File: config.mk
export PLATFORM = sky130hd
export DESIGN_NAME = pcie_window_bar_allocator_flat
export DESIGN_NICKNAME = d
export VERILOG_FILES = /design/src/rtl/pwba_pkg.sv /design/src/rtl/pwba_if.sv /design/src/rtl/pwba_alu.sv /design/src/rtl/pwba_win_regs.sv /design/src/rtl/pcie_window_bar_allocator.sv /design/src/flat_wrapper.sv
export SDC_FILE = /design/constraint.sdc
export NUM_CORES = 2
export LEC_CHECK = 0
export BUFFER_PORTS_ARGS = -buffer_cell sky130_fd_sc_hd__clkbuf_2
export CAP_MARGIN = 0
export CORE_MARGIN = 5
export CORE_UTILIZATION = 60
export CTS_CLUSTER_DIAMETER = 50
export DETAILED_ROUTE_END_ITERATION = 6
export PLACE_DENSITY_LB_ADDON = 0.25
export REMOVE_ABC_BUFFERS = 1
export SLEW_MARGIN = 20
export SYNTH_ARGS = -nofsm -noshare
export SYNTH_HDL_FRONTEND = slang
export SYNTH_SLANG_ARGS = --single-unit
File: constraint.sdc
create_clock -name clk -period 27.8 [get_ports clk]
set_clock_uncertainty 0.15 [all_clocks]
set_input_delay 1.39 -clock clk [delete_from_list [all_inputs] [get_ports clk]]
set_output_delay 1.39 -clock clk [all_outputs]
set_load 0.02 [all_outputs]
File: src/rtl/pwba_pkg.sv
// ----------------------------------------------------------------------------
// pwba_pkg: shared types and constants for the window allocator
// Command, status and window codes, shared-unit operations and the structs
// passed between the sequencer and the window register file.
// ----------------------------------------------------------------------------
package pwba_pkg;

	localparam int unsigned NUM_WIN   = 3;
	localparam int unsigned SPACE_LSB = 24;
	localparam logic [63:0] LOW_GUARD = 64'h0000_0000_0000_1000;

	typedef logic [1:0] win_idx_t;

	localparam win_idx_t WIN_IO    = 2'd0;
	localparam win_idx_t WIN_MEM   = 2'd1;
	localparam win_idx_t WIN_MEM64 = 2'd2;

	localparam logic [1:0] SPACE_NONE = 2'd0;

	typedef enum logic [1:0] {
		CMD_LOAD  = 2'd0,
		CMD_ALLOC = 2'd1,
		CMD_GET   = 2'd2,
		CMD_XLATE = 2'd3
	} cmd_t;

	typedef enum logic [1:0] {
		STATUS_OK        = 2'd0,
		STATUS_NO_WINDOW = 2'd1,
		STATUS_NO_FIT    = 2'd2,
		STATUS_NOT_ALLOC = 2'd3
	} status_t;

	typedef enum logic [1:0] {
		ALU_ADD = 2'd0,
		ALU_SUB = 2'd1,
		ALU_OR  = 2'd2
	} alu_op_t;

	// write requests into the window register file
	typedef struct packed {
		logic        load_en;
		win_idx_t    load_idx;
		logic [63:0] load_bus;
		logic [63:0] load_host;
		logic [63:0] load_size;
		logic [63:0] load_off;
		logic        off_en;
		win_idx_t    off_idx;
		logic [63:0] off_val;
	} win_wr_t;

	// contents of the selected window
	typedef struct packed {
		logic [63:0] bus;
		logic [63:0] host;
		logic [63:0] size;
		logic [63:0] off;
	} win_rd_t;

endpackage

File: src/rtl/pwba_if.sv
// ----------------------------------------------------------------------------
// pwba_req_if / pwba_rsp_if: request and result channels
// Valid/ready channels; an item moves on an edge where both are high.
// ----------------------------------------------------------------------------
interface pwba_req_if;
	logic        valid;
	logic        ready;
	logic [1:0]  command;
	logic [31:0] range_flags;
	logic [63:0] range_bus_addr;
	logic [63:0] range_host_addr;
	logic [63:0] range_length;
	logic        is_mem;
	logic        is_mem64;
	logic [63:0] amount;
	logic [63:0] bus_address_in;

	modport source (
		output valid, command, range_flags, range_bus_addr, range_host_addr,
		       range_length, is_mem, is_mem64, amount, bus_address_in,
		input  ready
	);
	modport sink (
		input  valid, command, range_flags, range_bus_addr, range_host_addr,
		       range_length, is_mem, is_mem64, amount, bus_address_in,
		output ready
	);
endinterface

interface pwba_rsp_if;
	logic        valid;
	logic        ready;
	logic [1:0]  status;
	logic [63:0] address;

	modport source (output valid, status, address, input ready);
	modport sink (input valid, status, address, output ready);
endinterface

File: src/rtl/pwba_alu.sv
// ----------------------------------------------------------------------------
// pwba_alu: shared 64-bit arithmetic unit
// One adder/subtractor with borrow out, plus a bitwise OR path.
// ----------------------------------------------------------------------------
module pwba_alu (
	input  pwba_pkg::alu_op_t op,
	input  logic [63:0]       a,
	input  logic [63:0]       b,
	output logic [63:0]       y,
	output logic              borrow
);
	import pwba_pkg::*;

	logic        sub;
	logic [63:0] b_x;
	logic [64:0] sum;

	assign sub = (op == ALU_SUB);
	assign b_x = sub ? ~b : b;
	assign sum = {1'b0, a} + {1'b0, b_x} + {64'd0, sub};

	always_comb begin
		unique case (op)
			ALU_OR:  y = a | b;
			default: y = sum[63:0];
		endcase
	end

	// subtract: no carry out means a < b
	assign borrow = sub & ~sum[64];

endmodule

File: src/rtl/pwba_win_regs.sv
// ----------------------------------------------------------------------------
// pwba_win_regs: window register file
// Three windows of bus start, host start, size and next offset.
// ----------------------------------------------------------------------------
module pwba_win_regs (
	input  logic              clk,
	input  logic              arst_n,
	input  pwba_pkg::win_wr_t wr,
	input  pwba_pkg::win_idx_t rd_idx,
	output pwba_pkg::win_rd_t rd,
	output logic [2:0]        present
);
	import pwba_pkg::*;

	logic [63:0] bus_q  [NUM_WIN];
	logic [63:0] host_q [NUM_WIN];
	logic [63:0] size_q [NUM_WIN];
	logic [63:0] off_q  [NUM_WIN];

	always_ff @(posedge clk or negedge arst_n) begin
		if (!arst_n) begin
			for (int i = 0; i < NUM_WIN; i++) begin
				bus_q[i]  <= '0;
				host_q[i] <= '0;
				size_q[i] <= '0;
				off_q[i]  <= '0;
			end
		end else begin
			if (wr.load_en) begin
				bus_q[wr.load_idx]  <= wr.load_bus;
				host_q[wr.load_idx] <= wr.load_host;
				size_q[wr.load_idx] <= wr.load_size;
				off_q[wr.load_idx]  <= wr.load_off;
			end
			if (wr.off_en) begin
				off_q[wr.off_idx] <= wr.off_val;
			end
		end
	end

	always_comb begin
		unique case (rd_idx)
			WIN_IO:    rd = '{bus: bus_q[0], host: host_q[0], size: size_q[0], off: off_q[0]};
			WIN_MEM:   rd = '{bus: bus_q[1], host: host_q[1], size: size_q[1], off: off_q[1]};
			WIN_MEM64: rd = '{bus: bus_q[2], host: host_q[2], size: size_q[2], off: off_q[2]};
			default:   rd = '0;
		endcase
	end

	assign present = {size_q[2] != '0, size_q[1] != '0, size_q[0] != '0};

endmodule

File: src/rtl/pcie_window_bar_allocator.sv
// Each accepted item steps through decode, its arithmetic states and finish; a load, a request that
// finds no window and a zero translate go straight from decode to finish.
// Ready is high only while idle, so a new item is taken only once the last result is in the output
// register; a held result keeps the sequencer in its last step until the output register frees up.
// All arithmetic goes through the single shared 64-bit adder, one operation a cycle. Reset
// clears all windows to absent with zero offset, drops any pending result and idles.
// ----------------------------------------------------------------------------
// pcie_window_bar_allocator: aligned bump allocator over three bus windows
// Loads IO, 32-bit and 64-bit memory windows, hands out power-of-two aligned
// blocks, reports aligned bases and translates bus to host addresses.
// ----------------------------------------------------------------------------
module pcie_window_bar_allocator (
	input logic        clk,
	input logic        arst_n,
	pwba_req_if.sink   req,
	pwba_rsp_if.source rsp
);
	import pwba_pkg::*;

	// One-hot sequencer; each arithmetic state issues exactly one ALU operation.
	typedef enum logic [12:0] {
		ST_IDLE     = 13'b0_0000_0000_0001,
		ST_DECODE   = 13'b0_0000_0000_0010,
		ST_ADD_OFF  = 13'b0_0000_0000_0100,
		ST_DEC_ONE  = 13'b0_0000_0000_1000,
		ST_MASK     = 13'b0_0000_0001_0000,
		ST_OR_MASK  = 13'b0_0000_0010_0000,
		ST_INC_ONE  = 13'b0_0000_0100_0000,
		ST_SUB_BASE = 13'b0_0000_1000_0000,
		ST_ADD_AMT  = 13'b0_0001_0000_0000,
		ST_CHECK    = 13'b0_0010_0000_0000,
		ST_XL_SUB   = 13'b0_0100_0000_0000,
		ST_XL_ADD   = 13'b0_1000_0000_0000,
		ST_FINISH   = 13'b1_0000_0000_0000
	} state_t;

	state_t state_q, state_d;

	// captured item
	cmd_t        cmd_q;
	logic [1:0]  space_q;
	logic [63:0] rbus_q;
	logic [63:0] rhost_q;
	logic [63:0] rlen_q;
	logic        is_mem_q;
	logic        is_mem64_q;
	logic [63:0] amount_q;
	logic [63:0] busin_q;

	// working registers
	win_idx_t    win_q;
	logic [63:0] acc_q;
	logic [63:0] mask_q;
	logic [63:0] aligned_q;
	status_t     res_status_q;
	logic [63:0] res_addr_q;

	// output register
	logic        rsp_valid_q;
	status_t     rsp_status_q;
	logic [63:0] rsp_addr_q;

	// shared unit and window file hookup
	alu_op_t     alu_op;
	logic [63:0] alu_a;
	logic [63:0] alu_b;
	logic [63:0] alu_y;
	logic        alu_borrow;

	win_wr_t     win_wr;
	win_rd_t     win_rd;
	logic [2:0]  present;

	logic        has_io, has32, has64;
	logic        usable;
	win_idx_t    pick;
	logic        slot_free;
	logic        req_fire;

	pwba_alu u_alu (
		.op     (alu_op),
		.a      (alu_a),
		.b      (alu_b),
		.y      (alu_y),
		.borrow (alu_borrow)
	);

	pwba_win_regs u_win_regs (
		.clk     (clk),
		.arst_n  (arst_n),
		.wr      (win_wr),
		.rd_idx  (win_q),
		.rd      (win_rd),
		.present (present)
	);

	assign req.ready = (state_q == ST_IDLE);
	assign req_fire  = req.valid && req.ready;
	assign slot_free = !rsp_valid_q || rsp.ready;

	// Window choice: the 64-bit window wins when asked for and present, or when
	// it is the only memory window; any other memory request goes to 32-bit.
	assign has_io = present[0];
	assign has32  = present[1];
	assign has64  = present[2];

	always_comb begin
		priority if (is_mem_q && ((is_mem64_q && has64) || (has64 && !has32))) begin
			pick = WIN_MEM64;
		end else if (is_mem_q) begin
			pick = WIN_MEM;
		end else begin
			pick = WIN_IO;
		end
	end

	assign usable = is_mem_q ? (has64 || has32) : has_io;

	// Operand selection for the shared unit, one step per state.
	always_comb begin
		alu_op = ALU_ADD;
		alu_a  = acc_q;
		alu_b  = 64'd1;
		unique case (state_q)
			ST_ADD_OFF: begin
				alu_a = win_rd.bus;
				alu_b = win_rd.off;
			end
			ST_DEC_ONE: begin
				alu_op = ALU_SUB;
			end
			ST_MASK: begin
				alu_op = ALU_SUB;
				alu_a  = amount_q;
			end
			ST_OR_MASK: begin
				alu_op = ALU_OR;
				alu_b  = mask_q;
			end
			ST_SUB_BASE: begin
				alu_op = ALU_SUB;
				alu_a  = aligned_q;
				alu_b  = win_rd.bus;
			end
			ST_ADD_AMT: begin
				alu_b = amount_q;
			end
			ST_CHECK: begin
				// size - end borrows exactly when the block overruns the window
				alu_op = ALU_SUB;
				alu_a  = win_rd.size;
				alu_b  = acc_q;
			end
			ST_XL_SUB: begin
				alu_op = ALU_SUB;
				alu_a  = busin_q;
				alu_b  = win_rd.bus;
			end
			ST_XL_ADD: begin
				alu_a = win_rd.host;
				alu_b = acc_q;
			end
			default: begin
				alu_op = ALU_ADD;
			end
		endcase
	end

	// Window file writes: whole-window load, or an offset bump after a fit.
	always_comb begin
		win_wr           = '0;
		win_wr.load_idx  = space_q - 2'd1;
		win_wr.load_bus  = rbus_q;
		win_wr.load_host = rhost_q;
		win_wr.load_size = rlen_q;
		win_wr.load_off  = (rbus_q < LOW_GUARD) ? LOW_GUARD : 64'd0;
		win_wr.load_en   = (state_q == ST_DECODE) && (cmd_q == CMD_LOAD)
		                   && (space_q != SPACE_NONE);
		win_wr.off_idx   = win_q;
		win_wr.off_val   = acc_q;
		win_wr.off_en    = (state_q == ST_CHECK) && !alu_borrow;
	end

	// Next state
	always_comb begin
		state_d = state_q;
		unique case (state_q)
			ST_IDLE:     if (req_fire) state_d = ST_DECODE;
			ST_DECODE: begin
				unique case (cmd_q)
					CMD_LOAD:  state_d = ST_FINISH;
					CMD_XLATE: state_d = (busin_q == '0) ? ST_FINISH : ST_XL_SUB;
					default:   state_d = usable ? ST_ADD_OFF : ST_FINISH;
				endcase
			end
			ST_ADD_OFF:  state_d = ST_DEC_ONE;
			ST_DEC_ONE:  state_d = ST_MASK;
			ST_MASK:     state_d = ST_OR_MASK;
			ST_OR_MASK:  state_d = ST_INC_ONE;
			ST_INC_ONE:  state_d = (cmd_q == CMD_GET) ? ST_FINISH : ST_SUB_BASE;
			ST_SUB_BASE: state_d = ST_ADD_AMT;
			ST_ADD_AMT:  state_d = ST_CHECK;
			ST_CHECK:    state_d = ST_FINISH;
			ST_XL_SUB:   state_d = ST_XL_ADD;
			ST_XL_ADD:   state_d = ST_FINISH;
			ST_FINISH:   if (slot_free) state_d = ST_IDLE;
			default:     state_d = ST_IDLE;
		endcase
	end

	always_ff @(posedge clk or negedge arst_n) begin
		if (!arst_n) begin
			state_q <= ST_IDLE;
		end else begin
			state_q <= state_d;
		end
	end

	// Capture the item on accept; hold it for the whole sequence.
	always_ff @(posedge clk) begin
		if (req_fire) begin
			cmd_q      <= cmd_t'(req.command);
			space_q    <= req.range_flags[SPACE_LSB +: 2];
			rbus_q     <= req.range_bus_addr;
			rhost_q    <= req.range_host_addr;
			rlen_q     <= req.range_length;
			is_mem_q   <= req.is_mem;
			is_mem64_q <= req.is_mem64;
			amount_q   <= req.amount;
			busin_q    <= req.bus_address_in;
		end
	end

	// Datapath registers
	always_ff @(posedge clk) begin
		unique case (state_q)
			ST_DECODE: begin
				win_q        <= pick;
				res_addr_q   <= '0;
				priority if (cmd_q == CMD_LOAD) begin
					res_status_q <= STATUS_OK;
				end else if (cmd_q == CMD_XLATE) begin
					res_status_q <= (busin_q == '0) ? STATUS_NOT_ALLOC : STATUS_OK;
				end else begin
					res_status_q <= usable ? STATUS_OK : STATUS_NO_WINDOW;
				end
			end
			ST_ADD_OFF, ST_DEC_ONE, ST_OR_MASK, ST_SUB_BASE, ST_ADD_AMT,
			ST_XL_SUB: begin
				acc_q <= alu_y;
			end
			ST_MASK: begin
				mask_q <= alu_y;
			end
			ST_INC_ONE: begin
				aligned_q <= alu_y;
				if (cmd_q == CMD_GET) res_addr_q <= alu_y;
			end
			ST_CHECK: begin
				if (alu_borrow) begin
					res_status_q <= STATUS_NO_FIT;
				end else begin
					res_addr_q <= aligned_q;
				end
			end
			ST_XL_ADD: begin
				res_addr_q <= alu_y;
			end
			default: begin
				acc_q <= acc_q;
			end
		endcase
	end

	// Output register: drop the result in once the slot is free.
	always_ff @(posedge clk or negedge arst_n) begin
		if (!arst_n) begin
			rsp_valid_q <= 1'b0;
		end else if ((state_q == ST_FINISH) && slot_free) begin
			rsp_valid_q <= 1'b1;
		end else if (rsp.ready) begin
			rsp_valid_q <= 1'b0;
		end
	end

	always_ff @(posedge clk) begin
		if ((state_q == ST_FINISH) && slot_free) begin
			rsp_status_q <= res_status_q;
			rsp_addr_q   <= res_addr_q;
		end
	end

	assign rsp.valid   = rsp_valid_q;
	assign rsp.status  = rsp_status_q;
	assign rsp.address = rsp_addr_q;

`ifndef NO_ASSERTIONS
	a_accept_decodes: assert property (@(posedge clk) disable iff (!arst_n)
		req_fire |=> (state_q == ST_DECODE))
		else $error("accepted item did not enter decode");

	a_fail_zero_addr: assert property (@(posedge clk) disable iff (!arst_n)
		(rsp.valid && (rsp.status != STATUS_OK)) |-> (rsp.address == '0))
		else $error("failed result carries a non-zero address");

	a_offset_only_on_fit: assert property (@(posedge clk) disable iff (!arst_n)
		win_wr.off_en |-> ((cmd_q == CMD_ALLOC) && !win_wr.load_en))
		else $error("offset written outside a fitting allocate");

	a_finish_one_result: assert property (@(posedge clk) disable iff (!arst_n)
		((state_q == ST_FINISH) && slot_free) |=> (rsp.valid && (state_q == ST_IDLE)))
		else $error("finished item did not reach the output register");
`endif

endmodule

File: src/flat_wrapper.sv
// flat-port wrapper written by rule: the top's interface ports become plain ports
module pcie_window_bar_allocator_flat import pwba_pkg::*;
  (clk, arst_n, req_valid, req_command, req_range_flags, req_range_bus_addr, req_range_host_addr, req_range_length, req_is_mem, req_is_mem64, req_amount, req_bus_address_in, req_ready, rsp_valid, rsp_status, rsp_address, rsp_ready);
  pwba_req_if req_i ();
  pwba_rsp_if rsp_i ();
  input logic clk;
  input logic arst_n;
  input wire logic [$bits(req_i.valid)-1:0] req_valid;
  input wire logic [$bits(req_i.command)-1:0] req_command;
  input wire logic [$bits(req_i.range_flags)-1:0] req_range_flags;
  input wire logic [$bits(req_i.range_bus_addr)-1:0] req_range_bus_addr;
  input wire logic [$bits(req_i.range_host_addr)-1:0] req_range_host_addr;
  input wire logic [$bits(req_i.range_length)-1:0] req_range_length;
  input wire logic [$bits(req_i.is_mem)-1:0] req_is_mem;
  input wire logic [$bits(req_i.is_mem64)-1:0] req_is_mem64;
  input wire logic [$bits(req_i.amount)-1:0] req_amount;
  input wire logic [$bits(req_i.bus_address_in)-1:0] req_bus_address_in;
  output wire logic [$bits(req_i.ready)-1:0] req_ready;
  output wire logic [$bits(rsp_i.valid)-1:0] rsp_valid;
  output wire logic [$bits(rsp_i.status)-1:0] rsp_status;
  output wire logic [$bits(rsp_i.address)-1:0] rsp_address;
  input wire logic [$bits(rsp_i.ready)-1:0] rsp_ready;
  assign req_i.valid = req_valid;
  assign req_i.command = req_command;
  assign req_i.range_flags = req_range_flags;
  assign req_i.range_bus_addr = req_range_bus_addr;
  assign req_i.range_host_addr = req_range_host_addr;
  assign req_i.range_length = req_range_length;
  assign req_i.is_mem = req_is_mem;
  assign req_i.is_mem64 = req_is_mem64;
  assign req_i.amount = req_amount;
  assign req_i.bus_address_in = req_bus_address_in;
  assign req_ready = req_i.ready;
  assign rsp_valid = rsp_i.valid;
  assign rsp_status = rsp_i.status;
  assign rsp_address = rsp_i.address;
  assign rsp_i.ready = rsp_ready;
  pcie_window_bar_allocator u_core (.clk(clk), .arst_n(arst_n), .req(req_i), .rsp(rsp_i));
endmodule
==> flow_summary.toml <==
[placed_design]
dp.cells = 6972
gp_congestion = 0.979
port_buffers = 397
dpl.hpwl_um = 125000
place_area_mm2 = 0.0686

[finish]
nets = 6155
layout.cells.most_common = "nand2_1"
area_growth_pct = 13.1
drive_above_1_share_pct = 23.4
instances_no_fill = 7279
final_cell_mix = "nand2_1, dfrtp_1, edfxtp_1"
stdcell_area_mm2 = 0.0740

[worst_hold_path]
hp-class = "reg -> reg"
whs_endpoint = "u_core.rsp.address[20]"
min_from = "u_core.res_addr_q[20]"
hold_depth = 0

[power_and_ir_drop]
power.internal_mw = 4.57
power_frac_clock_pct = 32.4
p_comb_share_pct = 18.3
p_sw_mw = 1.93
peakVddDrop_v = 0.0000599
power_frac_seq_pct = 49.4
powerDensity_mw_per_mm2 = 87.8
total_power_mw = 6.50
p_leak_nw = 32.0
switching_share_pct = 29.7

[clock_network]
cts_hold_buf = 0
cts-htree-levels = 4
cts_sinks = 1434
cts_resized = 0
post_cts_buffers = 0
cts_root_buf = "clkbuf_16"
clockBufferDepth = 3
clk_latency_ps = 780
clk_pin_slew_ps = 60
cts_buffers = 157
cts_tree = "done"

[global_routing]
grt_max_degree = 154
grt_pass1_vias = 47600
grtUsageTotal_pct = 33.2
grt_pass1_wl_um = 294000
gr-total-overflow = 0
antenna_found_initial = 6

[synth]
synth-async-reset-ratio_pct = 54.5
avgSynthCellArea_um2 = 12.0
synth_edf_count = 652
synth_top_area_share_pct = 29.9
yosysWarnings = 0
yosysTopAreaCell = "edfxtp_1"
synth_cells = 5446
synth_flop_cell = "dfrtp_1"
ys_seq_elements = 1434
synth_seq_area_share_pct = 59.8
synth_cell_types = 88
syn_area_mm2 = 0.0654
synth.area.top_cells = "edfxtp_1, dfrtp_1, mux2_2, nand2_1, mux2i_1"

[setup_path]
cp_slowest_cell = "or4_4"
cp_max_fo = 72
critPathKind = "reg -> reg"
reg2reg_slack_ps = 18080
critical_path.cell_chain = "or4_1 > or4_4 > clkinv_2 > buf_4 > buf_4 > a222oi_1 > o211ai_1 > xnor2_1 > ha_1 > a211oi_1 > o21bai_1 > o2111ai_1 > a211oi_1 > a211oi_1 > buf_4 > nor2_1 > a21oi_1 > nor4b_1 > nor2_1 > nor4_2 > buf_4 > buf_4 > o21ai_0"
cp_common_cell = "buf_4"
r2r_cells = 23
end_kind = "flop"
critPathRequiredTime_ps = 28260
r2r_end = "u_core.u_win_regs.off_q[146]"
worstReg2RegStart = "u_core.state_q[11]"
cp.arrival_ps = 10180
critPathMaxStageDelay_ps = 930
start_kind = "flop"

[sta]
max_slew.worst_pin.slew_ps = 1280
finalSetupViolCount = 0
hold_viol = 0
fin_tns_setup_ps = 0
period_minus_slack_ps = 9720
fmax_ghz = 0.103
max-slew-margin-rel_pct = 14.8
finalMaxSlewViolations = 0
period_share_pct = 35.0
rsz0062_at_grt = "no"

[die]
start_util_pct = 60.3
fp.dieH_um = 340
die_w_um = 340
die_area_mm2 = 0.116
boundaryPins = 428
coreArea_mm2 = 0.109
rows = 121

[drt]
viasPerCell = 6.61
drt_first_pass_iters = 7
vias = 48100
drc = 5
drt-wirelength-per-cell_um = 26.9
initialDrtViolationCount = 6753
postRouteAntennaNets = 0
wirelength_um = 196000

[status]
status = "complete, but fails checks"
violations = "DRC"

[run]
cap_violations = 0
[sequential cells by signal (all words and copies together), names as in the netlist, 192 cells and up]
register,flops
u_core.u_win_regs.size_q,192
u_core.u_win_regs.bus_q,192
u_core.u_win_regs.off_q,192
u_core.u_win_regs.host_q,192
[cell type report]
| class | instances | area [um^2] |
|---|---|---|
| sequential | 1434 | 39100 |
| fill | 7741 | 34500 |
| multi-input combinational | 3613 | 24900 |
| clock buffer | 221 | 4530 |
| timing repair buffer | 494 | 2800 |
| tap | 1414 | 1770 |
| clock inverter | 73 | 739 |
| inverter | 28 | 111 |
| antenna | 2 | 5.00 |
[synthesized netlist by cell type, drive strengths merged, types with 12 or more instances]
cell type / number
o21a: 13
xor2: 23
edfxtp: 652
inv: 27
or3: 16
nor3: 51
a31oi: 20
and3: 12
mux2i: 263
nor2: 192
nor2b: 13
dfrtp: 781
nor4: 98
clkbuf: 297
mux2: 579
nand3: 172
nand2: 829
a21o: 45
buf: 74
o211ai: 30
a221oi: 14
a222oi: 95
ha: 66
a22oi: 105
o21ai: 383
o21bai: 14
nand4: 33
a21oi: 253
xnor2: 98
o31ai: 12
a22o: 56
[worst max-delay path, delay by kind of cell, from the launching register on]
| kind | cells | cell delay [ps] |
|---|---|---|
| AOI/OAI and AO/OA | 9 | 2040 |
| xor gates and xnor gates | 1 | 110 |
| adders and majority gates | 1 | 490 |
| buffers and inverters | 6 | 2860 |
| DFF | 1 | 440 |
| and+or+nand+nor | 6 | 3370 |
[power groups by stage]
stage,clock network [mW],registers (mW),logic (mW)
global route,2.22,3.26,1.28
CTS,2.12,3.19,1.18
floorplan,0,3.14,0.851
detailed placement,0,3.23,1.17
global placement,0,3.20,1.13
finish,2.10,3.21,1.19
[stage by stage]
stage / utilization [%] / worst slack (ps) / hold slack, ps
floorplan: - / -14110 / 250
global placement: 63.2 / 18530 / 252
detailed placement: 63.2 / 18420 / 255
CTS: 68.1 / 18330 / 266
global route: 68.2 / 17950 / 272
finish: 68.2 / 18080 / 263
[cells by family after synthesis]
group	Yosys count	share of synthesized area [%]
AND/OR/NAND/NOR	1472	9.89
adder cells (fa/ha/maj)	67	1.29
multiplexers	842	14.0
buffers and inverters	399	2.33
XOR/XNOR	121	1.62
AO/OA/AOI/OAI	1111	11.1
flip-flops	1434	59.8
[per-layer routing]
metal | wire (um) | up-vias | global-route usage, %
met4 | 10700 | 0 | 16.3
met5 | 0 | - | 0
met3 | 22000 | 545 | 9.37
li1 | - | 20700 | -
met2 | 87500 | 2990 | 49.9
met1 | 75700 | 23900 | 45.0
[how the worst max path moves through the flow]
stage	to	cells past startpoint	from	slack, ps
after detailed placement	u_core.u_win_regs.off_q[166]	23	u_core.state_q[11]	18420
final	u_core.u_win_regs.off_q[146]	23	u_core.state_q[11]	18080
after global placement	u_core.u_win_regs.off_q[182]	23	u_core.state_q[11]	18530
after CTS	u_core.u_win_regs.off_q[146]	23	u_core.state_q[11]	18330
after floorplan	u_core.u_win_regs.off_q[128]	16	u_core.state_q[11]	-14110
after global routing	u_core.u_win_regs.off_q[151]	23	u_core.state_q[11]	17950
Note: power is estimated with default switching activity, not from simulation.
